### config.mk
export PLATFORM = sky130hd
export DESIGN_NAME = rgb_luma_laplacian_3x3_unit_flat
export DESIGN_NICKNAME = d
export VERILOG_FILES = /design/src/hdl/rll3_pkg.sv /design/src/hdl/rll3_stream_if.sv /design/src/hdl/rgb_luma_laplacian_3x3_unit.sv /design/src/hdl/rll3_line_buffer.sv /design/src/flat_wrapper.sv
export VERILOG_INCLUDE_DIRS = /design/src /design/src/hdl
export SDC_FILE = /design/constraint.sdc
export NUM_CORES = 2
export LEC_CHECK = 0
export ABC_AREA = 1
export BUFFER_PORTS_ARGS = -buffer_cell sky130_fd_sc_hd__buf_2
export CORE_UTILIZATION = 57
export DETAILED_ROUTE_END_ITERATION = 10
export PLACE_DENSITY_LB_ADDON = 0.12
export SLEW_MARGIN = 20
export SYNTH_ARGS = -nofsm -noshare
export SYNTH_HDL_FRONTEND = slang
export SYNTH_HIERARCHICAL = 1
export SYNTH_SLANG_ARGS = --single-unit
### constraint.sdc
create_clock -name clk -period 5.8 [get_ports clk]
set_input_delay 0 -clock clk [delete_from_list [all_inputs] [get_ports clk]]
set_output_delay 0 -clock clk [all_outputs]
set_load 0.05 [all_outputs]
### src/hdl/rgb_luma_laplacian_3x3_unit_macros.svh
// assertion macros shared by the luma laplacian filter
`ifndef RGB_LUMA_LAPLACIAN_3X3_UNIT_MACROS_SVH
`define RGB_LUMA_LAPLACIAN_3X3_UNIT_MACROS_SVH

// same-cycle implication, sampled on clk, off during rst
`define RLL3_ASSERT_SAME(label, ante, cons) \
  label: assert property (@(posedge clk) disable iff (rst) (ante) |-> (cons)) \
    else $error("rll3 same-cycle check failed");

// next-cycle implication, sampled on clk, off during rst
`define RLL3_ASSERT_NEXT(label, ante, cons) \
  label: assert property (@(posedge clk) disable iff (rst) (ante) |=> (cons)) \
    else $error("rll3 next-cycle check failed");

`endif

### src/hdl/rll3_pkg.sv
// shared constants and types of the luma laplacian filter
package rll3_pkg;

  localparam int MAX_WIDTH_DEF = 64;

  localparam int PIX_W     = 24;
  localparam int LUMA_W    = 8;
  localparam int FW_W      = 7;
  localparam int FH_W      = 12;
  localparam int COL_OUT_W = 6;
  localparam int ROW_W     = 12;

  localparam int CFG_IDX_W  = 1;
  localparam int CFG_DATA_W = 12;

  localparam logic [FW_W-1:0] FW_RESET = 7'd64;
  localparam logic [FH_W-1:0] FH_RESET = 12'd48;
  localparam int              MIN_DIM  = 3;

  // luma weights, sum to 256
  localparam logic [7:0] K_RED   = 8'd77;
  localparam logic [7:0] K_GREEN = 8'd150;
  localparam logic [7:0] K_BLUE  = 8'd29;

  localparam logic [LUMA_W-1:0] LUMA_MAX = 8'd255;

  typedef enum logic [CFG_IDX_W-1:0] {
    REG_FRAME_WIDTH  = 1'b0,
    REG_FRAME_HEIGHT = 1'b1
  } reg_idx_t;

endpackage

### src/hdl/rll3_stream_if.sv
// valid/ready stream interfaces for pixel requests and filtered results
interface rll3_pixel_if import rll3_pkg::*; ();
  logic             valid;
  logic             ready;
  logic [PIX_W-1:0] pixel_rgb;

  modport source (output valid, output pixel_rgb, input ready);
  modport sink (input valid, input pixel_rgb, output ready);
endinterface

interface rll3_result_if import rll3_pkg::*; ();
  logic                 valid;
  logic                 ready;
  logic [COL_OUT_W-1:0] out_col;
  logic [ROW_W-1:0]     out_row;
  logic [PIX_W-1:0]     gray_rgb;
  logic                 last_of_run;

  modport source (output valid, output out_col, output out_row, output gray_rgb,
                  output last_of_run, input ready);
  modport sink (input valid, input out_col, input out_row, input gray_rgb,
                input last_of_run, output ready);
endinterface

### src/hdl/rgb_luma_laplacian_3x3_unit.sv
// an accepted pixel passes stage one, then the result stage that offers its first result
// throughput: one pixel per cycle while results are taken and each yields at most one
// a pixel closing a row below the first or on the last row past column zero yields
// two or three results and holds the input while they leave the single result port
// reset clears counters, window, stage valids and sets width 64, height 48
// line buffers are not cleared and need no clearing pass
`include "rgb_luma_laplacian_3x3_unit_macros.svh"

module rgb_luma_laplacian_3x3_unit import rll3_pkg::*; #(
  parameter int MAX_WIDTH = MAX_WIDTH_DEF
) (
  input  logic                  clk,
  input  logic                  rst,
  input  logic                  cfg_wr_en,
  input  logic [CFG_IDX_W-1:0]  cfg_index,
  input  logic [CFG_DATA_W-1:0] cfg_data,
  rll3_pixel_if.sink            pixels,
  rll3_result_if.source         results
);

  localparam int AW = $clog2(MAX_WIDTH);

  // result flags worked out when the pixel is taken
  typedef struct packed {
    logic e0;      // filtered pixel one row up, one column left
    logic e1;      // right border pixel of the row above
    logic e2;      // bottom border pixel at this position on the last row
    logic lap_ok;  // window fully inside the frame
  } flags_t;

  // configuration registers
  logic [FW_W-1:0] frame_width;
  logic [FH_W-1:0] frame_height;

  always_ff @(posedge clk) begin
    if (rst) begin
      frame_width  <= FW_RESET;
      frame_height <= FH_RESET;
    end else if (cfg_wr_en) begin
      case (cfg_index)
        REG_FRAME_WIDTH:  frame_width  <= cfg_data[FW_W-1:0];
        REG_FRAME_HEIGHT: frame_height <= cfg_data[FH_W-1:0];
        default: ;
      endcase
    end
  end

  // effective frame size, clamped to the supported range
  logic [FW_W-1:0] w_eff;
  logic [FH_W-1:0] h_eff;

  always_comb begin
    if (int'(frame_width) < MIN_DIM) begin
      w_eff = FW_W'(MIN_DIM);
    end else if (int'(frame_width) > MAX_WIDTH) begin
      w_eff = FW_W'(MAX_WIDTH);
    end else begin
      w_eff = frame_width;
    end
    if (int'(frame_height) < MIN_DIM) begin
      h_eff = FH_W'(MIN_DIM);
    end else begin
      h_eff = frame_height;
    end
  end

  // raster position counters
  logic [FW_W-1:0]  col;
  logic [ROW_W-1:0] row;

  logic             in_acc;
  logic             col_wrap;
  logic [ROW_W:0]   row_pre;
  logic [FW_W-1:0]  cur_col;
  logic [ROW_W-1:0] cur_row;
  logic [FW_W:0]    col_inc;
  logic [ROW_W:0]   row_inc;
  logic             row_end;
  logic [FW_W-1:0]  col_next;
  logic [ROW_W-1:0] row_next;
  flags_t           cur_flags;

  assign in_acc = pixels.valid && pixels.ready;

  always_comb begin
    // a size change between frames may leave the counters out of range
    col_wrap = col >= w_eff;
    row_pre  = col_wrap ? ({1'b0, row} + 13'd1) : {1'b0, row};
    cur_col  = col_wrap ? '0 : col;
    cur_row  = (row_pre >= {1'b0, h_eff}) ? '0 : row_pre[ROW_W-1:0];

    col_inc  = {1'b0, cur_col} + 8'd1;
    row_inc  = {1'b0, cur_row} + 13'd1;
    row_end  = col_inc >= {1'b0, w_eff};
    col_next = row_end ? '0 : col_inc[FW_W-1:0];
    if (row_end) begin
      row_next = (row_inc >= {1'b0, h_eff}) ? '0 : row_inc[ROW_W-1:0];
    end else begin
      row_next = cur_row;
    end

    cur_flags.e0     = (cur_row != '0) && (cur_col != '0);
    cur_flags.e1     = (cur_row != '0) && (cur_col == w_eff - 7'd1);
    cur_flags.e2     = cur_row == h_eff - 12'd1;
    cur_flags.lap_ok = (cur_col >= 7'd2) && (cur_row >= 12'd2);
  end

  always_ff @(posedge clk) begin
    if (rst) begin
      col <= '0;
      row <= '0;
    end else if (in_acc) begin
      col <= col_next;
      row <= row_next;
    end
  end

  // luma of the incoming pixel, weights sum to 256
  logic [15:0]       luma_sum;
  logic [LUMA_W-1:0] cur_luma;

  assign luma_sum = {8'b0, pixels.pixel_rgb[23:16]} * {8'b0, K_RED}
                  + {8'b0, pixels.pixel_rgb[15:8]}  * {8'b0, K_GREEN}
                  + {8'b0, pixels.pixel_rgb[7:0]}   * {8'b0, K_BLUE};
  assign cur_luma = luma_sum[15:8];

  // stage one: pixel luma, position and flags, line buffer read lands here
  logic              s1_valid;
  logic [FW_W-1:0]   s1_col;
  logic [ROW_W-1:0]  s1_row;
  logic [LUMA_W-1:0] s1_luma;
  flags_t            s1_flags;
  logic              s1_adv;
  logic [LUMA_W-1:0] top_luma;
  logic [LUMA_W-1:0] mid_luma;

  // line buffer write happens as the pixel leaves stage one; the next read
  // always hits another column since a row is at least three wide
  rll3_line_buffer #(
    .DEPTH (MAX_WIDTH)
  ) u_line_buffer (
    .clk      (clk),
    .rd_en    (in_acc),
    .rd_addr  (AW'(cur_col)),
    .wr_en    (s1_adv),
    .wr_addr  (AW'(s1_col)),
    .wr_older (mid_luma),
    .wr_newer (s1_luma),
    .rd_older (top_luma),
    .rd_newer (mid_luma)
  );

  always_ff @(posedge clk) begin
    if (rst) begin
      s1_valid <= 1'b0;
    end else if (in_acc) begin
      s1_valid <= 1'b1;
    end else if (s1_adv) begin
      s1_valid <= 1'b0;
    end
  end

  always_ff @(posedge clk) begin
    if (in_acc) begin
      s1_col   <= cur_col;
      s1_row   <= cur_row;
      s1_luma  <= cur_luma;
      s1_flags <= cur_flags;
    end
  end

  // 3x3 window: two older columns kept per row, newest column is the read data and the stage-one luma
  logic [LUMA_W-1:0] win_t1, win_t2, win_m1, win_m2, win_b1, win_b2;

  always_ff @(posedge clk) begin
    if (rst) begin
      win_t1 <= '0;
      win_t2 <= '0;
      win_m1 <= '0;
      win_m2 <= '0;
      win_b1 <= '0;
      win_b2 <= '0;
    end else if (s1_adv) begin
      win_t1 <= win_t2;
      win_t2 <= top_luma;
      win_m1 <= win_m2;
      win_m2 <= mid_luma;
      win_b1 <= win_b2;
      win_b2 <= s1_luma;
    end
  end

  // laplacian on the shifted window: centre is the old middle-row newest tap
  logic [10:0]       nb_sum;
  logic [10:0]       centre8;
  logic [10:0]       lap_diff;
  logic [LUMA_W-1:0] lap_val;
  logic [LUMA_W-1:0] s1_val;

  always_comb begin
    nb_sum   = 11'(win_t1) + 11'(win_t2) + 11'(top_luma)
             + 11'(win_m1) + 11'(mid_luma)
             + 11'(win_b1) + 11'(win_b2) + 11'(s1_luma);
    centre8  = {win_m2, 3'b000};
    lap_diff = centre8 - nb_sum;
    if (nb_sum > centre8) begin
      lap_val = '0;
    end else if (lap_diff > 11'(LUMA_MAX)) begin
      lap_val = LUMA_MAX;
    end else begin
      lap_val = lap_diff[LUMA_W-1:0];
    end
    s1_val = s1_flags.lap_ok ? lap_val : '0;
  end

  // stage two: up to three pending results of one pixel, lowest bit first
  logic [2:0]        res_pend;
  logic [FW_W-1:0]   res_col;
  logic [ROW_W-1:0]  res_row;
  logic [LUMA_W-1:0] res_val;
  logic              res_acc;
  logic              res_single;
  logic              s2_free;

  assign res_acc    = results.valid && results.ready;
  assign res_single = (res_pend & (res_pend - 3'd1)) == 3'd0;
  // the result stage is empty or empties this cycle, so a new pixel may move in
  assign s2_free    = (res_pend == 3'd0) || (res_single && res_acc);
  assign s1_adv     = s1_valid && s2_free;
  assign pixels.ready = !s1_valid || s2_free;

  always_ff @(posedge clk) begin
    if (rst) begin
      res_pend <= '0;
    end else if (s1_adv) begin
      res_pend <= {s1_flags.e2, s1_flags.e1, s1_flags.e0};
    end else if (res_acc) begin
      res_pend <= res_pend & (res_pend - 3'd1);
    end
  end

  always_ff @(posedge clk) begin
    if (s1_adv) begin
      res_col <= s1_col;
      res_row <= s1_row;
      res_val <= s1_val;
    end
  end

  // result select: filtered pixel, right border of row above, bottom border
  logic [FW_W-1:0]   sel_col;
  logic [ROW_W-1:0]  sel_row;
  logic [LUMA_W-1:0] sel_val;

  always_comb begin
    if (res_pend[0]) begin
      sel_col = res_col - 7'd1;
      sel_row = res_row - 12'd1;
      sel_val = res_val;
    end else if (res_pend[1]) begin
      sel_col = res_col;
      sel_row = res_row - 12'd1;
      sel_val = '0;
    end else begin
      sel_col = res_col;
      sel_row = res_row;
      sel_val = '0;
    end
  end

  assign results.valid       = res_pend != 3'd0;
  assign results.out_col     = sel_col[COL_OUT_W-1:0];
  assign results.out_row     = sel_row;
  assign results.gray_rgb    = {sel_val, sel_val, sel_val};
  assign results.last_of_run = res_single;

  // checks
  `RLL3_ASSERT_NEXT(a_s1_hold, s1_valid && !s1_adv, s1_valid && $stable(s1_col) && $stable(s1_luma))
  `RLL3_ASSERT_NEXT(a_res_hold, results.valid && !results.ready, $stable(res_pend) && $stable(res_val))
  `RLL3_ASSERT_SAME(a_edge_implies_filtered, s1_valid && s1_flags.e1, s1_flags.e0)
  `RLL3_ASSERT_SAME(a_nonzero_is_filtered, results.valid && (results.gray_rgb != '0), res_pend[0])

endmodule

### src/hdl/rll3_line_buffer.sv
// two row memories of luma with registered read and one write port each
module rll3_line_buffer import rll3_pkg::*; #(
  parameter int DEPTH = MAX_WIDTH_DEF,
  localparam int AW = $clog2(DEPTH)
) (
  input  logic              clk,
  input  logic              rd_en,
  input  logic [AW-1:0]     rd_addr,
  input  logic              wr_en,
  input  logic [AW-1:0]     wr_addr,
  input  logic [LUMA_W-1:0] wr_older,
  input  logic [LUMA_W-1:0] wr_newer,
  output logic [LUMA_W-1:0] rd_older,
  output logic [LUMA_W-1:0] rd_newer
);

  logic [LUMA_W-1:0] older_mem [DEPTH];
  logic [LUMA_W-1:0] newer_mem [DEPTH];

  always_ff @(posedge clk) begin
    if (wr_en) begin
      older_mem[wr_addr] <= wr_older;
      newer_mem[wr_addr] <= wr_newer;
    end
  end

  // read data holds while rd_en is low
  always_ff @(posedge clk) begin
    if (rd_en) begin
      rd_older <= older_mem[rd_addr];
      rd_newer <= newer_mem[rd_addr];
    end
  end

endmodule
### src/flat_wrapper.sv
// flat-port wrapper written by rule: the top's interface ports become plain ports
module rgb_luma_laplacian_3x3_unit_flat import rll3_pkg::*;
#(
  parameter int MAX_WIDTH = MAX_WIDTH_DEF
)
  (clk, rst, cfg_wr_en, cfg_index, cfg_data, pixels_valid, pixels_pixel_rgb, pixels_ready, results_valid, results_out_col, results_out_row, results_gray_rgb, results_last_of_run, results_ready);
  rll3_pixel_if pixels_i ();
  rll3_result_if results_i ();
  input  logic clk;
  input  logic rst;
  input  logic cfg_wr_en;
  input  logic [CFG_IDX_W-1:0] cfg_index;
  input  logic [CFG_DATA_W-1:0] cfg_data;
  input wire logic [$bits(pixels_i.valid)-1:0] pixels_valid;
  input wire logic [$bits(pixels_i.pixel_rgb)-1:0] pixels_pixel_rgb;
  output wire logic [$bits(pixels_i.ready)-1:0] pixels_ready;
  output wire logic [$bits(results_i.valid)-1:0] results_valid;
  output wire logic [$bits(results_i.out_col)-1:0] results_out_col;
  output wire logic [$bits(results_i.out_row)-1:0] results_out_row;
  output wire logic [$bits(results_i.gray_rgb)-1:0] results_gray_rgb;
  output wire logic [$bits(results_i.last_of_run)-1:0] results_last_of_run;
  input wire logic [$bits(results_i.ready)-1:0] results_ready;
  assign pixels_i.valid = pixels_valid;
  assign pixels_i.pixel_rgb = pixels_pixel_rgb;
  assign pixels_ready = pixels_i.ready;
  assign results_valid = results_i.valid;
  assign results_out_col = results_i.out_col;
  assign results_out_row = results_i.out_row;
  assign results_gray_rgb = results_i.gray_rgb;
  assign results_last_of_run = results_i.last_of_run;
  assign results_i.ready = results_ready;
  rgb_luma_laplacian_3x3_unit #(.MAX_WIDTH(MAX_WIDTH)) u_core (.clk(clk), .rst(rst), .cfg_wr_en(cfg_wr_en), .cfg_index(cfg_index), .cfg_data(cfg_data), .pixels(pixels_i), .results(results_i));
endmodule
==> Implementation_results.wiki <==
{| class="wikitable"
! Metric !! Value
|-
| Boundary pin count || 87
|-
| Avg Inst Size Synth || 10.9 µm²
|-
| TritonCTS clock tree || built
|-
| Family of cells with the greatest summed delay on the critical path || simple AND/OR/NAND/NOR gates
|-
| Number of detailed-routing iterations run before antenna repair || 6
|-
| Root Driver || sky130_fd_sc_hd__clkbuf_16
|-
| Category of the worst setup path launch point || register
|-
| Maximum buffer depth of the clock tree || 3
|-
| Total Power || 27.0 mW
|-
| Number of antenna violations at the first check in global routing || 1
|-
| Fraction of layout cells with a size suffix above 1 || 0.116
|-
| Switching part of the total power || 0.332
|-
| Routed vias || 37900
|-
| RSZ-0062 raised after global routing || true
|-
| Flip-flop and latch count after synthesis || 1186
|-
| Overflow left after global routing || 0
|-
| Startpoint of the lowest-slack hold path || pixels_pixel_rgb[15]
|-
| Synth Net Count || 5374
|-
| Pwr per Cell Area || 434 mW/mm²
|-
| Xor-xnor portion of the synthesized cell area || 0.0127
|-
| Number of buffers created by CTS || 117
|-
| Worst Setup Slack, final || -99.0 ps
|-
| Class of the most critical hold timing path || in -> reg
|-
| Drt first-iter violations || 4274
|-
| Area growth, synth to finish || 12.5%
|-
| Clock Sinks || 1186
|-
| Count of flip-flops with a built-in enable after synthesis || 1096
|-
| Filler-free cell count of the finished design || 6652
|-
| Final Hold Slack || 36.0 ps
|-
| Standard-cell row count || 113
|-
| Reg2reg setup slack || -100 ps
|-
| Result of the run || complete, but fails checks
|-
| Worst-case reg-to-reg path depth || 45
|-
| Y dimension of the die || 313 µm
|-
| Drt drc || 0
|-
| RePlAce Congestion || 0.903
|-
| Instance count of the mapped netlist || 5078
|-
| Worst Path Buf+Inv || 7
|-
| DP Area || 0.0576 mm²
|-
| Largest fanout on the critical path || 7
|-
| Combinational cell fraction of total power || 0.343
|-
| Min-Delay Endpoint || u_core/s1_luma[7]
|-
| Most instantiated flip-flop cell in the synthesis netlist || sky130_fd_sc_hd__edfxtp_1
|-
| Detailed-route wire length || 143000 µm
|-
| Basic-gate share of the synthesized area counting and, or, nand and nor cells || 0.212
|-
| Number of hold violations in the final report || 0
|-
| Area of the core || 0.0956 mm²
|-
| Endpoint arrival time on the critical path || 6520 ps
|-
| ANT nets after route || 0
|-
| CTS clk-pin slew, worst paths || 60 ps
|-
| Hold path cells || 5
|-
| CP endpoint kind || register
|-
| Final setup violation count || 12
|-
| Fin area || 0.0622 mm²
|-
| Crit share post-route || 1.02
|-
| Synthesized-area fraction occupied by ao, oa, aoi and oai cells || 0.0233
|-
| Number of distinct standard cells referenced by the synthesized netlist || 50
|-
| Max_slew headroom || 0.271
|-
| Longest individual stage delay on the worst path || 320 ps
|-
| Mux contribution to synthesized area || 0
|-
| Later-pin clock latency in the skew report || 710 ps
|-
| Pins Over Slew Limit || 0
|-
| Setup CP Type || reg -> reg
|-
| Proportion of synthesized chip area in sequential cells || 0.628
|-
| DR WL/cell || 21.5 µm
|-
| Clock network fraction of total power || 0.270
|-
| Area enclosed by the die boundary || 0.0983 mm²
|-
| Wire length of the first global-routing pass || 213000 µm
|-
| All-Layer GR Usage || 0.289
|-
| Pin count of the biggest net entering global routing || 199
|-
| DP HPWL || 82800 µm
|-
| Max Freq || 170 MHz
|-
| Post-route clock skew || 31.5 ps
|-
| Port bufs || 86
|-
| Max_cap viols || 0
|-
| Critical Path Slowest Stage Cell || sky130_fd_sc_hd__dfxtp_2
|-
| Setup TNS || -724 ps
|-
| Final critical path time including I/O delays and setup || 5900 ps
|-
| Horizontal die dimension || 313 µm
|-
| Maximum level of the CTS H-tree || 3
|-
| Violated checks || setup timing
|-
| Worst-case vdd ir drop || 0.712 mV
|-
| Fraction of the mapped netlist area in adder cells || 0.0713
|-
| Required time of the worst setup path || 6420 ps
|-
| Worst setup timing slack at the placement stage || -272 ps
|-
| Via density || 5.70
|-
| Fraction of registers with async set/reset || 0
|-
| Endpoint of the most critical register-to-register path || u_core/row[9]
|-
| Main combinational cell family by area after synthesis || simple AND/OR/NAND/NOR gates
|-
| Crit Reg-Reg Startpoint || u_core/frame_width[3]
|-
| Leakage || 24.4 nW
|-
| Cell internal power dissipation || 18.0 mW
|-
| Cell repeated most along the worst path || sky130_fd_sc_hd__nand2_1
|-
| Total placed cells including tap cells || 6387
|-
| Starting density of the core || 0.579
|-
| Nets@finish || 5587
|-
| Least-Margin Pin Slew || 1090 ps
|-
| Vias in the first global route || 36200
|-
| Mapped cell area || 0.0553 mm²
|-
| Final core area utilization || 0.651
|-
| Switching pwr || 8.97 mW
|-
| Count of warnings emitted by yosys || 6
|-
| Sequential share of power || 0.387
|}
[cell usage in the layout (no fill, tap or decap), types with 6 or more instances in the layout]
master,n
sky130_fd_sc_hd__nand2_4,9
sky130_fd_sc_hd__edfxtp_1,1096
sky130_fd_sc_hd__clkbuf_1,25
sky130_fd_sc_hd__buf_12,21
sky130_fd_sc_hd__ha_1,138
sky130_fd_sc_hd__o21ai_1,7
sky130_fd_sc_hd__nand2_2,19
sky130_fd_sc_hd__nor2_2,10
sky130_fd_sc_hd__dfxtp_1,88
sky130_fd_sc_hd__a21oi_1,76
sky130_fd_sc_hd__ha_4,12
sky130_fd_sc_hd__nor2_1,238
sky130_fd_sc_hd__xor2_1,54
sky130_fd_sc_hd__fa_1,101
sky130_fd_sc_hd__bufinv_16,8
sky130_fd_sc_hd__nand2_1,1468
sky130_fd_sc_hd__a21oi_2,15
sky130_fd_sc_hd__nor2_4,13
sky130_fd_sc_hd__nand3_2,6
sky130_fd_sc_hd__o21ai_0,99
sky130_fd_sc_hd__clkinv_2,23
sky130_fd_sc_hd__inv_1,302
sky130_fd_sc_hd__buf_2,86
sky130_fd_sc_hd__buf_6,7
sky130_fd_sc_hd__dlygate4sd3_1,30
sky130_fd_sc_hd__xnor2_1,26
sky130_fd_sc_hd__inv_2,11
sky130_fd_sc_hd__nor3_1,12
sky130_fd_sc_hd__nand4_1,30
sky130_fd_sc_hd__nand3_1,911
sky130_fd_sc_hd__o21bai_1,7
sky130_fd_sc_hd__buf_4,217
sky130_fd_sc_hd__clkbuf_16,119
sky130_fd_sc_hd__clkinv_1,25
[state kept, by name (all words and copies together), names as in the netlist]
| register | count |
|---|---|
| u_core/u_line_buffer/newer_mem | 512 |
| u_core/u_line_buffer/older_mem | 512 |
| u_core/frame_height | 12 |
| u_core/res_row | 12 |
| u_core/row | 12 |
| u_core/s1_row | 12 |
| u_core/res_val | 8 |
| u_core/s1_luma | 8 |
| u_core/u_line_buffer/rd_newer | 8 |
| u_core/u_line_buffer/rd_older | 8 |
| u_core/win_b1 | 8 |
| u_core/win_b2 | 8 |
| u_core/win_m1 | 8 |
| u_core/win_m2 | 8 |
| u_core/win_t1 | 8 |
| u_core/win_t2 | 8 |
| u_core/col | 7 |
| u_core/frame_width | 7 |
| u_core/res_col | 6 |
| u_core/s1_col | 6 |
| u_core/s1_flags | 4 |
| u_core/res_pend | 3 |
| u_core/s1_valid | 1 |
[worst max-delay path by stage]
stage                     slack, ps           endpoint  cells after the start             startpoint
after CTS                        30      u_core/row[5]                     44  u_core/frame_width[2]
after floorplan                 -30      u_core/row[5]                     46  u_core/frame_width[2]
after detailed placement       -270  u_core/s1_luma[7]                     28   pixels_pixel_rgb[11]
after global placement         -220  u_core/s1_luma[7]                     28   pixels_pixel_rgb[11]
after global routing           -400      u_core/row[9]                     45  u_core/frame_width[5]
final                          -100      u_core/row[9]                     45  u_core/frame_width[3]
[power groups by stage]
| stage | clock, mW | sequential [mW] | combinational [mW] |
|---|---|---|---|
| floorplan | 0 | 10.9 | 5.83 |
| CTS | 7.36 | 10.5 | 9.13 |
| finish | 7.29 | 10.5 | 9.27 |
| global placement | 0 | 10.6 | 8.86 |
| global route | 7.67 | 10.5 | 10.5 |
| detailed placement | 0 | 10.6 | 9.05 |
[tightest hold or removal path, delay by kind of cell]
family        cells  cell delay (ps)
buf+inv           1              120
xor+xnor          2              270
simple gates      1               60
fa+ha+maj         1              150
[logic make-up (layout without fill, tap and decap cells)]
kind of cell | count (synthesis) | in the layout
AOI/OAI and AO/OA | 236 | 236
xor gates and xnor gates | 80 | 80
other | 0 | 3
buffers and inverters | 588 | 893
adders and majority gates | 254 | 254
DFF | 1186 | 1186
and+or+nand+nor | 2734 | 2735
[cells in the mapped netlist, types with 3 or more instances]
library cell / instances / area [µm²]
sky130_fd_sc_hd__ha_1: 152 / 1900
sky130_fd_sc_hd__dfxtp_1: 90 / 1800
sky130_fd_sc_hd__nor3_1: 12 / 60.1
sky130_fd_sc_hd__a21oi_1: 90 / 450
sky130_fd_sc_hd__o21bai_1: 7 / 52.6
sky130_fd_sc_hd__o21ai_0: 103 / 515
sky130_fd_sc_hd__nand3_1: 915 / 4580
sky130_fd_sc_hd__o21ai_1: 7 / 35.0
sky130_fd_sc_hd__edfxtp_1: 1096 / 32900
sky130_fd_sc_hd__or2_2: 3 / 18.8
sky130_fd_sc_hd__nor2_1: 248 / 931
sky130_fd_sc_hd__nor2_4: 6 / 67.6
sky130_fd_sc_hd__clkbuf_1: 49 / 184
sky130_fd_sc_hd__buf_2: 112 / 561
sky130_fd_sc_hd__nand3_2: 3 / 30.0
sky130_fd_sc_hd__buf_8: 4 / 60.1
sky130_fd_sc_hd__nand2_4: 8 / 90.1
sky130_fd_sc_hd__inv_2: 8 / 30.0
sky130_fd_sc_hd__nand4_1: 30 / 188
sky130_fd_sc_hd__nand2_1: 1484 / 5570
sky130_fd_sc_hd__nor2_2: 7 / 43.8
sky130_fd_sc_hd__buf_6: 51 / 574
sky130_fd_sc_hd__buf_1: 14 / 52.6
sky130_fd_sc_hd__fa_1: 102 / 2040
sky130_fd_sc_hd__a21o_1: 5 / 37.5
sky130_fd_sc_hd__inv_1: 311 / 1170
sky130_fd_sc_hd__xnor2_1: 26 / 228
sky130_fd_sc_hd__a22oi_1: 4 / 30.0
sky130_fd_sc_hd__o211ai_1: 4 / 30.0
sky130_fd_sc_hd__xor2_1: 54 / 473
sky130_fd_sc_hd__buf_4: 38 / 285
sky130_fd_sc_hd__nand2_2: 6 / 37.5
[final cells by class]
type | count | area [µm²]
repair buffers | 361 | 2860
multi-input cells | 3305 | 18100
fillers | 7382 | 33400
inverters | 320 | 1240
clock buffers | 149 | 3140
flip-flops and latches | 1186 | 34700
clock inverters | 63 | 526
diodes | 3 | 7.51
well taps | 1265 | 1580
[what timing repair did]
item	4_1_cts	5_1_grt
endpoints found under the setup margin	11	20
setup buffers	2	17
cloned	0	1
hold buffers	30	0
resized for setup	7	84
pin swaps	3	48
endpoints found under the hold margin	38	0
[per-layer routing]
| layer | GRT usage | wire (µm) | vias up |
|---|---|---|---|
| li1 | - | - | 17800 |
| met2 | 0.461 | 67600 | 1522 |
| met1 | 0.391 | 57300 | 18400 |
| met3 | 0.0517 | 11900 | 281 |
| met5 | 0 | 0 | - |
| met4 | 0.122 | 5980 | 0 |
No activity file was read; power rests on OpenSTA's default activity.
